$ cat src/design/assert_macros.svh
// ----------------------------------------------------------------------------
// assertion helpers shared by the rtl
// ----------------------------------------------------------------------------
`ifndef ASSERT_MACROS_SVH
`define ASSERT_MACROS_SVH

// same-cycle implication, checked on clk with rst_n low masking it
`define ASSERT_IMPL(label, cond, prop, msg) \
    label: assert property (@(posedge clk) disable iff (!rst_n) (cond) |-> (prop)) \
        else $error(msg);

// next-cycle implication
`define ASSERT_NEXT(label, cond, prop, msg) \
    label: assert property (@(posedge clk) disable iff (!rst_n) (cond) |=> (prop)) \
        else $error(msg);

`endif

$ cat src/design/bda_pkg.sv
// ----------------------------------------------------------------------------
// bda_pkg
// shared types and constants of the button debounce / autorepeat core
// ----------------------------------------------------------------------------
`default_nettype none

package bda_pkg;

    localparam int NUM_BUTTONS = 5;
    localparam int ADC_BITS    = 12;
    localparam int OUT_W       = 9;
    localparam int STEP_W      = 5;
    localparam int TIME_W      = 8;
    localparam int HOLD_W      = TIME_W + 1;
    localparam int CFG_W       = 12;
    localparam int CFG_IDX_W   = 3;

    localparam int NUM_INPUTS_DEF    = 9;
    localparam int DEBOUNCE_FULL_DEF = 16;

    // joystick direction bits sit right above the buttons
    localparam int JOY_RIGHT = NUM_BUTTONS + 0;
    localparam int JOY_LEFT  = NUM_BUTTONS + 1;
    localparam int JOY_UP    = NUM_BUTTONS + 2;
    localparam int JOY_DOWN  = NUM_BUTTONS + 3;

    localparam logic [CFG_IDX_W-1:0] REG_STEP_UP      = 3'd0;
    localparam logic [CFG_IDX_W-1:0] REG_STEP_DOWN    = 3'd1;
    localparam logic [CFG_IDX_W-1:0] REG_HIGH_PRESS   = 3'd2;
    localparam logic [CFG_IDX_W-1:0] REG_HIGH_RELEASE = 3'd3;
    localparam logic [CFG_IDX_W-1:0] REG_LOW_PRESS    = 3'd4;
    localparam logic [CFG_IDX_W-1:0] REG_LOW_RELEASE  = 3'd5;
    localparam logic [CFG_IDX_W-1:0] REG_REPEAT_DELAY = 3'd6;
    localparam logic [CFG_IDX_W-1:0] REG_REPEAT_PER   = 3'd7;

    localparam logic [STEP_W-1:0]   RST_STEP_UP      = 5'd1;
    localparam logic [STEP_W-1:0]   RST_STEP_DOWN    = 5'd1;
    localparam logic [ADC_BITS-1:0] RST_HIGH_PRESS   = 12'd3595;
    localparam logic [ADC_BITS-1:0] RST_HIGH_RELEASE = 12'd3095;
    localparam logic [ADC_BITS-1:0] RST_LOW_PRESS    = 12'd500;
    localparam logic [ADC_BITS-1:0] RST_LOW_RELEASE  = 12'd1000;
    localparam logic [TIME_W-1:0]   RST_REPEAT_DELAY = 8'd100;
    localparam logic [TIME_W-1:0]   RST_REPEAT_PER   = 8'd30;

    typedef struct packed {
        logic [NUM_BUTTONS-1:0] raw_buttons;
        logic [ADC_BITS-1:0]    joystick_x;
        logic [ADC_BITS-1:0]    joystick_y;
    } bda_in_t;

    typedef struct packed {
        logic [OUT_W-1:0] press_events;
        logic [OUT_W-1:0] held_buttons;
    } bda_out_t;

    typedef struct packed {
        logic [STEP_W-1:0]   debounce_step_up;
        logic [STEP_W-1:0]   debounce_step_down;
        logic [ADC_BITS-1:0] high_press_level;
        logic [ADC_BITS-1:0] high_release_level;
        logic [ADC_BITS-1:0] low_press_level;
        logic [ADC_BITS-1:0] low_release_level;
        logic [TIME_W-1:0]   repeat_delay;
        logic [TIME_W-1:0]   repeat_period;
    } bda_cfg_t;

endpackage

`default_nettype wire

$ cat src/design/bda_debounce.sv
// ----------------------------------------------------------------------------
// bda_debounce
// per-button integrators and joystick hysteresis, holds the debounced bits
// ----------------------------------------------------------------------------
`default_nettype none

module bda_debounce #(
    parameter int NUM_INPUTS    = bda_pkg::NUM_INPUTS_DEF,
    parameter int DEBOUNCE_FULL = bda_pkg::DEBOUNCE_FULL_DEF
) (
    input  logic                  clk,
    input  logic                  rst_n,
    input  logic                  advance,
    input  bda_pkg::bda_cfg_t     cfg,
    input  bda_pkg::bda_in_t      sample,
    output logic [NUM_INPUTS-1:0] held,
    output logic [NUM_INPUTS-1:0] held_next
);

    localparam int LVL_W  = $clog2(DEBOUNCE_FULL + 1);
    localparam int SUM_W  = ((LVL_W > bda_pkg::STEP_W) ? LVL_W : bda_pkg::STEP_W) + 1;
    localparam int WORK_W = (NUM_INPUTS > bda_pkg::NUM_BUTTONS + 4) ?
                            NUM_INPUTS : bda_pkg::NUM_BUTTONS + 4;

    logic [LVL_W-1:0]      level_reg  [bda_pkg::NUM_BUTTONS];
    logic [LVL_W-1:0]      level_next [bda_pkg::NUM_BUTTONS];
    logic [NUM_INPUTS-1:0] bits_reg;
    logic [WORK_W-1:0]     work;
    logic [SUM_W-1:0]      sum [bda_pkg::NUM_BUTTONS];

    always_comb
    begin
        work = WORK_W'(bits_reg);
        for (int i = 0; i < bda_pkg::NUM_BUTTONS; i++)
        begin
            sum[i] = SUM_W'(level_reg[i]) + SUM_W'(cfg.debounce_step_up);
            if (sample.raw_buttons[i])
            begin
                if (sum[i] >= SUM_W'(DEBOUNCE_FULL))
                begin
                    level_next[i] = LVL_W'(DEBOUNCE_FULL);
                    work[i]       = 1'b1;
                end
                else
                begin
                    level_next[i] = sum[i][LVL_W-1:0];
                end
            end
            else if (SUM_W'(cfg.debounce_step_down) >= SUM_W'(level_reg[i]))
            begin
                level_next[i] = '0;
                work[i]       = 1'b0;
            end
            else
            begin
                level_next[i] = LVL_W'(SUM_W'(level_reg[i]) - SUM_W'(cfg.debounce_step_down));
            end
        end

        // press test first, release test after it: both true clears
        if (sample.joystick_x > cfg.high_press_level)   work[bda_pkg::JOY_RIGHT] = 1'b1;
        if (sample.joystick_x < cfg.high_release_level) work[bda_pkg::JOY_RIGHT] = 1'b0;
        if (sample.joystick_x < cfg.low_press_level)    work[bda_pkg::JOY_LEFT]  = 1'b1;
        if (sample.joystick_x > cfg.low_release_level)  work[bda_pkg::JOY_LEFT]  = 1'b0;
        if (sample.joystick_y > cfg.high_press_level)   work[bda_pkg::JOY_UP]    = 1'b1;
        if (sample.joystick_y < cfg.high_release_level) work[bda_pkg::JOY_UP]    = 1'b0;
        if (sample.joystick_y < cfg.low_press_level)    work[bda_pkg::JOY_DOWN]  = 1'b1;
        if (sample.joystick_y > cfg.low_release_level)  work[bda_pkg::JOY_DOWN]  = 1'b0;
    end

    assign held_next = work[NUM_INPUTS-1:0];
    assign held      = bits_reg;

    always_ff @(posedge clk or negedge rst_n)
    begin
        if (!rst_n)
        begin
            bits_reg <= '0;
            for (int i = 0; i < bda_pkg::NUM_BUTTONS; i++)
            begin
                level_reg[i] <= '0;
            end
        end
        else if (advance)
        begin
            bits_reg <= held_next;
            for (int i = 0; i < bda_pkg::NUM_BUTTONS; i++)
            begin
                level_reg[i] <= level_next[i];
            end
        end
    end

endmodule

`default_nettype wire

$ cat src/design/bda_repeat.sv
// ----------------------------------------------------------------------------
// bda_repeat
// edge detect and autorepeat hold counters, one per debounced input
// ----------------------------------------------------------------------------
`default_nettype none

module bda_repeat #(
    parameter int NUM_INPUTS = bda_pkg::NUM_INPUTS_DEF
) (
    input  logic                  clk,
    input  logic                  rst_n,
    input  logic                  advance,
    input  bda_pkg::bda_cfg_t     cfg,
    input  logic [NUM_INPUTS-1:0] held,
    input  logic [NUM_INPUTS-1:0] held_next,
    output logic [NUM_INPUTS-1:0] presses
);

    localparam int HW = bda_pkg::HOLD_W;

    logic [HW-1:0] hold_reg  [NUM_INPUTS];
    logic [HW-1:0] hold_next [NUM_INPUTS];
    logic [HW-1:0] inc       [NUM_INPUTS];
    logic [HW-1:0] delay_ext;
    logic [HW-1:0] period_ext;

    assign delay_ext  = HW'(cfg.repeat_delay);
    assign period_ext = HW'(cfg.repeat_period);

    always_comb
    begin
        presses = ~held & held_next;
        for (int i = 0; i < NUM_INPUTS; i++)
        begin
            inc[i]       = hold_reg[i] + HW'(1);
            hold_next[i] = '0;
            if (held_next[i])
            begin
                hold_next[i] = inc[i];
                // wrap back to the delay point instead of counting on
                if (inc[i] > delay_ext && (inc[i] - delay_ext) >= period_ext)
                begin
                    hold_next[i] = delay_ext;
                    presses[i]   = 1'b1;
                end
                else if (inc[i] == delay_ext)
                begin
                    presses[i] = 1'b1;
                end
            end
        end
    end

    always_ff @(posedge clk or negedge rst_n)
    begin
        if (!rst_n)
        begin
            for (int i = 0; i < NUM_INPUTS; i++)
            begin
                hold_reg[i] <= '0;
            end
        end
        else if (advance)
        begin
            for (int i = 0; i < NUM_INPUTS; i++)
            begin
                hold_reg[i] <= hold_next[i];
            end
        end
    end

endmodule

`default_nettype wire

$ cat src/design/button_debounce_autorepeat_core.sv
// path: a request is registered in the input register, then its result in the result register
// throughput: one scan tick per cycle; input register and result register
// both keep flowing while the downstream side takes results
// reset: integrators, debounced bits and hold counters clear to zero,
// configuration registers return to their defaults, both stages go empty
// ----------------------------------------------------------------------------
// button_debounce_autorepeat_core
// integrating button debouncer, joystick thresholds and autorepeat
// ----------------------------------------------------------------------------
`default_nettype none

module button_debounce_autorepeat_core #(
    parameter int NUM_INPUTS    = bda_pkg::NUM_INPUTS_DEF,
    parameter int DEBOUNCE_FULL = bda_pkg::DEBOUNCE_FULL_DEF
) (
    input  logic                            clk,
    input  logic                            rst_n,
    input  logic                            in_valid,
    output logic                            in_ready,
    input  bda_pkg::bda_in_t                in_data,
    output logic                            out_valid,
    input  logic                            out_ready,
    output bda_pkg::bda_out_t               out_data,
    input  logic                            cfg_we,
    input  logic [bda_pkg::CFG_IDX_W-1:0]   cfg_index,
    input  logic [bda_pkg::CFG_W-1:0]       cfg_data
);

    localparam int EXT_W = (NUM_INPUTS > bda_pkg::OUT_W) ? NUM_INPUTS : bda_pkg::OUT_W;

    bda_pkg::bda_cfg_t cfg_reg;
    bda_pkg::bda_in_t  s1_data_reg;
    bda_pkg::bda_out_t out_data_reg;
    bda_pkg::bda_out_t result;
    logic              s1_valid_reg;
    logic              out_valid_reg;
    logic              advance;

    logic [NUM_INPUTS-1:0] held;
    logic [NUM_INPUTS-1:0] held_next;
    logic [NUM_INPUTS-1:0] presses;
    logic [EXT_W-1:0]      held_ext;
    logic [EXT_W-1:0]      press_ext;

    // configuration
    always_ff @(posedge clk or negedge rst_n)
    begin
        if (!rst_n)
        begin
            cfg_reg.debounce_step_up   <= bda_pkg::RST_STEP_UP;
            cfg_reg.debounce_step_down <= bda_pkg::RST_STEP_DOWN;
            cfg_reg.high_press_level   <= bda_pkg::RST_HIGH_PRESS;
            cfg_reg.high_release_level <= bda_pkg::RST_HIGH_RELEASE;
            cfg_reg.low_press_level    <= bda_pkg::RST_LOW_PRESS;
            cfg_reg.low_release_level  <= bda_pkg::RST_LOW_RELEASE;
            cfg_reg.repeat_delay       <= bda_pkg::RST_REPEAT_DELAY;
            cfg_reg.repeat_period      <= bda_pkg::RST_REPEAT_PER;
        end
        else if (cfg_we)
        begin
            unique case (cfg_index)
                bda_pkg::REG_STEP_UP:
                    cfg_reg.debounce_step_up   <= cfg_data[bda_pkg::STEP_W-1:0];
                bda_pkg::REG_STEP_DOWN:
                    cfg_reg.debounce_step_down <= cfg_data[bda_pkg::STEP_W-1:0];
                bda_pkg::REG_HIGH_PRESS:
                    cfg_reg.high_press_level   <= cfg_data[bda_pkg::ADC_BITS-1:0];
                bda_pkg::REG_HIGH_RELEASE:
                    cfg_reg.high_release_level <= cfg_data[bda_pkg::ADC_BITS-1:0];
                bda_pkg::REG_LOW_PRESS:
                    cfg_reg.low_press_level    <= cfg_data[bda_pkg::ADC_BITS-1:0];
                bda_pkg::REG_LOW_RELEASE:
                    cfg_reg.low_release_level  <= cfg_data[bda_pkg::ADC_BITS-1:0];
                bda_pkg::REG_REPEAT_DELAY:
                    cfg_reg.repeat_delay       <= cfg_data[bda_pkg::TIME_W-1:0];
                bda_pkg::REG_REPEAT_PER:
                    cfg_reg.repeat_period      <= cfg_data[bda_pkg::TIME_W-1:0];
                default:
                    cfg_reg <= cfg_reg;
            endcase
        end
    end

    // stage 1 moves into the result register when that one is free or drains
    assign advance  = s1_valid_reg && (!out_valid_reg || out_ready);
    assign in_ready = !s1_valid_reg || advance;

    always_ff @(posedge clk or negedge rst_n)
    begin
        if (!rst_n)
        begin
            s1_valid_reg  <= 1'b0;
            out_valid_reg <= 1'b0;
        end
        else
        begin
            if (in_ready)
            begin
                s1_valid_reg <= in_valid;
            end
            if (advance)
            begin
                out_valid_reg <= 1'b1;
            end
            else if (out_ready)
            begin
                out_valid_reg <= 1'b0;
            end
        end
    end

    always_ff @(posedge clk)
    begin
        if (in_valid && in_ready)
        begin
            s1_data_reg <= in_data;
        end
        if (advance)
        begin
            out_data_reg <= result;
        end
    end

    bda_debounce #(
        .NUM_INPUTS    (NUM_INPUTS),
        .DEBOUNCE_FULL (DEBOUNCE_FULL)
    ) u_debounce (
        .clk       (clk),
        .rst_n     (rst_n),
        .advance   (advance),
        .cfg       (cfg_reg),
        .sample    (s1_data_reg),
        .held      (held),
        .held_next (held_next)
    );

    bda_repeat #(
        .NUM_INPUTS (NUM_INPUTS)
    ) u_repeat (
        .clk       (clk),
        .rst_n     (rst_n),
        .advance   (advance),
        .cfg       (cfg_reg),
        .held      (held),
        .held_next (held_next),
        .presses   (presses)
    );

    // fit the internal bit vectors to the fixed output width
    assign held_ext            = EXT_W'(held_next);
    assign press_ext           = EXT_W'(presses);
    assign result.held_buttons = held_ext[bda_pkg::OUT_W-1:0];
    assign result.press_events = press_ext[bda_pkg::OUT_W-1:0];

    assign out_valid = out_valid_reg;
    assign out_data  = out_data_reg;

`include "assert_macros.svh"

    `ASSERT_IMPL(a_press_is_held, out_valid_reg, (out_data_reg.press_events & ~out_data_reg.held_buttons) == '0, "press reported on a bit that is not held")
    `ASSERT_IMPL(a_stall_full, !in_ready, s1_valid_reg && out_valid_reg && !out_ready, "input stalled while pipeline can move")
    `ASSERT_NEXT(a_drain, out_valid_reg && out_ready && !s1_valid_reg, !out_valid_reg, "result register did not empty after last request was taken")

endmodule

`default_nettype wire
$ cat config.mk
export PLATFORM = sky130hd
export DESIGN_NAME = button_debounce_autorepeat_core
export DESIGN_NICKNAME = d
export VERILOG_FILES = /design/src/design/bda_pkg.sv /design/src/design/bda_debounce.sv /design/src/design/bda_repeat.sv /design/src/design/button_debounce_autorepeat_core.sv
export VERILOG_INCLUDE_DIRS = /design/src /design/src/design
export SDC_FILE = /design/constraint.sdc
export NUM_CORES = 1
export LEC_CHECK = 0
export BUFFER_PORTS_ARGS = -buffer_cell sky130_fd_sc_hd__buf_2
export CAP_MARGIN = 20
export CORE_ASPECT_RATIO = 1.4
export CORE_UTILIZATION = 55
export CTS_CLUSTER_DIAMETER = 40
export DETAILED_ROUTE_END_ITERATION = 8
export HOLD_SLACK_MARGIN = 0.06
export PLACE_DENSITY = 0.72
export SETUP_SLACK_MARGIN = 0.05
export SYNTH_ARGS = -nofsm -noshare
export SYNTH_HDL_FRONTEND = slang
export SYNTH_SLANG_ARGS = --single-unit
$ cat constraint.sdc
create_clock -name clk -period 5.5 [get_ports clk]
set_clock_uncertainty 0.2 [all_clocks]
set_input_delay 1.375 -clock clk [delete_from_list [all_inputs] [get_ports clk]]
set_output_delay 1.375 -clock clk [all_outputs]
set_load 0.02 [all_outputs]
==> impl_metrics.toml, run 1 <==
[status]
status = "finished, violations left"
violations = "design-rule violations"

[die]
dieArea_mm2 = 0.03869
die_h_um = 232.3
floorplan.initialDensity_pct = 55.71
fp.coreArea_mm2 = 0.03742
ioPinCount = 69
core.rowCount = 84
die_w_um = 166.5

[cells_and_area]
stdcell_area_mm2 = 0.02304
nFillCells = 3153
final_cell_count_no_fill = 2844
area_growth_pct = 10.55
antennaDiodeCount = 0
final_layout_size_suffix_gt1_share_pct = 13.07
nets = 2702
largest_register_ffs = 81

[cts]
clk_path_buf_depth = 3
tritoncts = "done"
cts_setup_buffers = 0
clk_latency_ps = 560
cts_resized = 0
ctsHtreeMaxLevel = 2
clk_pin_slew_ps = 60
root_buffer = "clkbuf_16"
cts_hold_buf = 0
cts_buffers = 40
cts_sinks = 238

[critical_path]
crit_required_ps = 5570
start_kind = "flop"
crit_fanout = 10
path_class = "reg -> reg"
end_kind = "flop"
crit_arrival_ps = 4920

[yosys]
ys.flop_type = "dfrtp_1"
synth_edf_count = 47
ys_seq_area_share_pct = 29.90
ys_warn_count = 0
synth_cell_types = 90
syn_area_mm2 = 0.02084
syn_avg_cell_area_um2 = 9.187
synth_cells = 2269
syn-num-nets = 2632
synthArstFlopShare_pct = 80.25
synth_seq_cells = 238

[detailed_routing]
num_vias = 18280
wire_per_inst_um = 20.52
drt-total-wl_um = 58350
antenna_left = 0
avgViaCountPerCell = 6.429
dr.pass1.iters = 8
initialDrtViolationCount = 1273
drc = 2

[sta]
rsz0062_at_grt = "no"
maxSlewHeadroom_pct = 23.99
hold_viol_final = 0
worst_pin_slew_ps = 1133
setup_violations = 0
period_minus_slack_ps = 4843
post-route-period-util_pct = 88.05
tns_ps = 0
fmax_mhz = 206.5
drv_slew = 0

[global_routing]
gr-usage-all-layers_pct = 30.00
gr-total-overflow = 0
antenna_found_initial = 0
grt_max_degree = 87
grt_pass1_vias = 18160
grt_pass1_wl_um = 92450

[place]
portBuffers = 68
dp.cells = 2769
place_area_mm2 = 0.02169
place.gp.congestion = 0.9357
dp_hpwl_um = 41880

[job]
cap_violations = 0

[power_and_ir_drop]
leakage_nw = 10.17
power.density_mw_per_mm2 = 539.5
ir_worst_vdd_mv = 0.2852

[min_path]
min_path_type = "reg -> reg"
==> area by class of cell <==
type,count,area [um^2],share of cell area [%]
multi-input combinational,1820,13800,59.88
timing repair buffer,86,494.2,2.145
clock buffer,46,1107,4.805
inverter,153,574.3,2.492
tap,473,591.8,2.568
sequential,238,6232,27.05
clock inverter,28,244.0,1.059
==> metrics by stage <==
step / worst slack (ps) / hold slack (ps) / util [%] / power (mW)
CTS: 685.1 / 305.5 / 61.57 / 12.37
floorplan: 1057 / 264.3 / - / 8.027
global placement: 853.6 / 284.5 / 57.96 / 9.456
detailed placement: 760.2 / 293.4 / 57.96 / 9.784
global route: 426.0 / 309.6 / 61.59 / 13.42
finish: 657.0 / 302.6 / 61.59 / 12.43
==> cells by family (layout without fill, tap and decap cells) <==
logic type / count (synthesis) / after routing / synth area share (%)
compound gates: 618 / 618 / 21.45
flops: 238 / 238 / 29.90
buf+inv: 211 / 313 / 3.986
fa+ha+maj: 314 / 314 / 19.53
mux: 54 / 54 / 2.875
xor+xnor: 121 / 121 / 5.084
simple gates: 713 / 713 / 17.18
==> cell usage in the layout (no fill, tap or decap), types with 48 or more instances in the layout <==
master and count:
inv_1 149, nor3_1 48, a21o_1 49, a21oi_1 108, dfrtp_1 158, nor2_1 115, nand2_1 227, xnor2_1 84
buf_2 68, o21ai_0 114, nor2b_1 53, ha_1 295, nand4_1 50
==> layer usage <==
layer / GRT usage [%] / part of all wire [%] / vias up
met5: 0 / 0 / -
met4: 17.88 / 5.9 / 0
met3: 4.091 / 4.8 / 197
met2: 53.36 / 49 / 616
met1: 34.32 / 40 / 8837
li1: - / - / 8634
==> where the power goes <==
group	total (mW)	switching [mW]	internal [mW]
clock	2.52	0.996	1.52
sequential	2.79	0.485	2.30
combinational	7.13	4.18	2.94
==> cells in the mapped netlist (33+ instances only) <==
master	number	area, um^2
a211oi_1	38	285.3
a21o_1	49	367.9
a21oi_1	108	540.5
clkbuf_1	38	142.6
dfrtp_1	158	3954
dfstp_2	33	867.1
edfxtp_1	47	1411
ha_1	295	3691
inv_1	150	563.0
mux2_2	47	529.3
nand2_1	228	855.8
nand3_1	45	225.2
nand4_1	50	312.8
nor2_1	115	431.7
nor2b_1	53	331.6
nor3_1	49	245.2
o211ai_1	36	270.3
o21a_1	33	247.7
o21ai_0	114	570.6
or3_1	33	206.5
xnor2_1	84	735.7
xor2_1	37	324.1
==> critical path, stage by stage, from the launching register on <==
cell and delay [ps]:
dfstp_2 550, inv_1 310, ha_1 490, o21a_1 200
o31a_1 130, o21ai_0 180, nand2b_1 120, a21o_1 190
a21oi_1 180, xnor2_1 90, ha_1 190, or3_1 370
o21a_1 210, o221ai_2 380, and2_0 590, a31oi_1 160
==> final timing paths <==
check | slack (ps) | to | depth (start not counted) | from
hold / removal | 300 | u_repeat.hold_reg[17]$_DFFE_PN0P_ | 2 | u_repeat.hold_reg[17]$_DFFE_PN0P_
setup / recovery | 660 | out_data[10]$_DFFE_PP_ | 15 | cfg_reg[10]$_DFFE_PN1P_
min in group asynchronous | 650 | u_repeat.hold_reg[59]$_DFFE_PN0P_ | 1 | rst_n
hold reg to reg | 300 | u_repeat.hold_reg[17]$_DFFE_PN0P_ | 2 | u_repeat.hold_reg[17]$_DFFE_PN0P_
setup reg to reg | 660 | out_data[10]$_DFFE_PP_ | 15 | cfg_reg[10]$_DFFE_PN1P_
max in group asynchronous | 3440 | u_repeat.hold_reg[26]$_DFFE_PN0P_ | 2 | rst_n
(Power assumes the default switching activity.)
==> run 2, diff against run 1 <==
==> constraint.sdc (replaced) <==
create_clock -name clk -period 5.5 [get_ports clk]
set_clock_uncertainty 0.2 [all_clocks]
set_input_delay 0.825 -clock clk [delete_from_list [all_inputs] [get_ports clk]]
set_output_delay 0.825 -clock clk [all_outputs]
set_load 0.02 [all_outputs]
==> run 2 against run 1 <==
The flow still finishes with violations (design-rule violations). Global-route usage is 0.073 points lower. Design area is 0.40% lower. Combinational power is 0.6% lower. Wire length is 0.95% lower. Register-to-register slack better by 50 ps. Clock-buffer cell count stayed put. Clock power is 6% lower. Largest power group unchanged.
==> impl_metrics.toml, run 2 (synthesized netlist as in run 1, its figures left out) <==
[cts]
cts_resized = 0
tritoncts = "done"
cts_setup_buffers = 0
root_buffer = "clkbuf_16"
cts_hold_buf = 0
clk_latency_ps = 530
clk_pin_slew_ps = 60
cts_sinks = 238
cts_buffers = 37
ctsHtreeMaxLevel = 2
clk_path_buf_depth = 3

[sta]
worst_pin_slew_ps = 1165
drv_slew = 0
tns_ps = 0
setup_violations = 0
fmax_mhz = 208.8
period_minus_slack_ps = 4790
hold_viol_final = 0
setup_ws_ps = 710.3
maxSlewHeadroom_pct = 21.87
post-route-period-util_pct = 87.08
rsz0062_at_grt = "no"

[cells_and_area]
antennaDiodeCount = 0
area_growth_pct = 10.10
largest_register_ffs = 81
final_common_cell = "ha_1"
nets = 2699
final_layout_size_suffix_gt1_share_pct = 12.90
final_core_util_pct = 61.34
mostFrequentLayoutCells = "ha_1, nand2_1, dfrtp_1, inv_1, nor2_1"
regArea_mm2 = 0.006232
multiInputGateArea_mm2 = 0.01380
nFillCells = 3131

[critical_path]
r2r_end = "u_repeat.hold_reg[30]$_DFFE_PN0P_"
crit_arrival_ps = 4980
start_kind = "flop"
rr_startpoint = "u_repeat.hold_reg[27]$_DFFE_PN0P_"
ff2ff_setup_slack_ps = 710
reg2reg_depth = 16
crit_fanout = 15
end_kind = "flop"
crit_required_ps = 5700
path_class = "reg -> reg"

[status]
status = "finished, violations left"
violations = "design-rule violations"

[place]
portBuffers = 68
place.gp.congestion = 0.9502
preCtsSetupSlack_ps = 732.2
dp_hpwl_um = 41950

[die]
die_h_um = 232.3
fp.coreArea_mm2 = 0.03742
ioPinCount = 69
dieArea_mm2 = 0.03869
core.rowCount = 84
floorplan.initialDensity_pct = 55.71
die_w_um = 166.5

[detailed_routing]
dr.pass1.iters = 7
drt-total-wl_um = 57790
wire_per_inst_um = 20.37
initialDrtViolationCount = 1113
drc = 1
antenna_left = 0
num_vias = 18000
avgViaCountPerCell = 6.343

[global_routing]
grt_pass1_vias = 17850
antenna_found_initial = 0
grt_max_degree = 108
gr-usage-all-layers_pct = 29.93
gr-total-overflow = 0
grt_pass1_wl_um = 91700

[power_and_ir_drop]
leakage_nw = 10.13
ir_worst_vdd_mv = 0.2864
fin_total_pwr_mw = 12.25
power.density_mw_per_mm2 = 533.6

[min_path]
min_path_type = "in -> async"

[job]
cap_violations = 0
-- run 2: cell count changes in the layout (fill, tap and decap cells not counted), sizes merged --
cell and change:
clkinv -2, clkinvlp -1, inv -4
-- run 2: stage by stage --
| stage | hold slack (ps) | cells | area (um^2) |
|---|---|---|---|
| after floorplan | 264.3 | 2269 | 20850 |
| after global placement | 282.7 | 2770 | 21690 |
| after detailed placement | 290.8 | 2770 | 21690 |
| after CTS | 242.2 | 2837 | 22950 |
| after global routing | 246.7 | 2837 | 22950 |
| final | 234.9 | 2837 | 22950 |
-- run 2: power by group --
part | total (mW) | internal, mW | switching (mW)
clock network | 2.38 | 1.45 | 0.934
logic | 7.09 | 2.94 | 4.14
registers | 2.78 | 2.30 | 0.478
total | 12.2 | 6.69 | 5.55
-- run 2: worst max-delay path, cell delays in order, from the launching register on --
cell      delay (ps)
dfrtp_1          410
ha_1             230
nand3_1          190
and2_1           220
or2_2            300
ha_1             370
nor2b_1          180
a311o_1          360
a21o_1           190
a21oi_1          170
xnor2_1          140
ha_1             260
a21oi_1          110
o21ai_0          180
o31ai_4          780
mux2i_1          270
o211ai_1         100
-- run 2: worst max-delay path by stage --
stage / from / to / depth (start not counted)
6_report: u_repeat.hold_reg[27]$_DFFE_PN0P_ / u_repeat.hold_reg[30]$_DFFE_PN0P_ / 16
4_1_cts: u_repeat.hold_reg[27]$_DFFE_PN0P_ / u_repeat.hold_reg[30]$_DFFE_PN0P_ / 16
3_5_place_dp: u_repeat.hold_reg[27]$_DFFE_PN0P_ / u_repeat.hold_reg[30]$_DFFE_PN0P_ / 16
5_1_grt: u_repeat.hold_reg[27]$_DFFE_PN0P_ / u_repeat.hold_reg[30]$_DFFE_PN0P_ / 16
3_3_place_gp: u_repeat.hold_reg[27]$_DFFE_PN0P_ / u_repeat.hold_reg[31]$_DFFE_PN0P_ / 16
2_1_floorplan: cfg_reg[9]$_DFFE_PN0P_ / out_data[15]$_DFFE_PP_ / 17
-- run 2: final cells by class --
cell class	count	share of cell area, %
Multi-Input combinational cell	1820	60.13
Sequential cell	238	27.15
Clock buffer	46	4.634
Tap cell	473	2.579
Inverter	153	2.502
Timing Repair Buffer	86	2.164
Clock inverter	21	0.8396
-- run 2: layer usage --
metal | track usage, % | up-vias | part of all wire (%)
met5 | 0 | - | 0
met4 | 17.10 | 0 | 5.6
met3 | 4.346 | 190 | 5.1
met2 | 52.76 | 510 | 49
met1 | 34.73 | 8670 | 40
li1 | - | 8625 | -
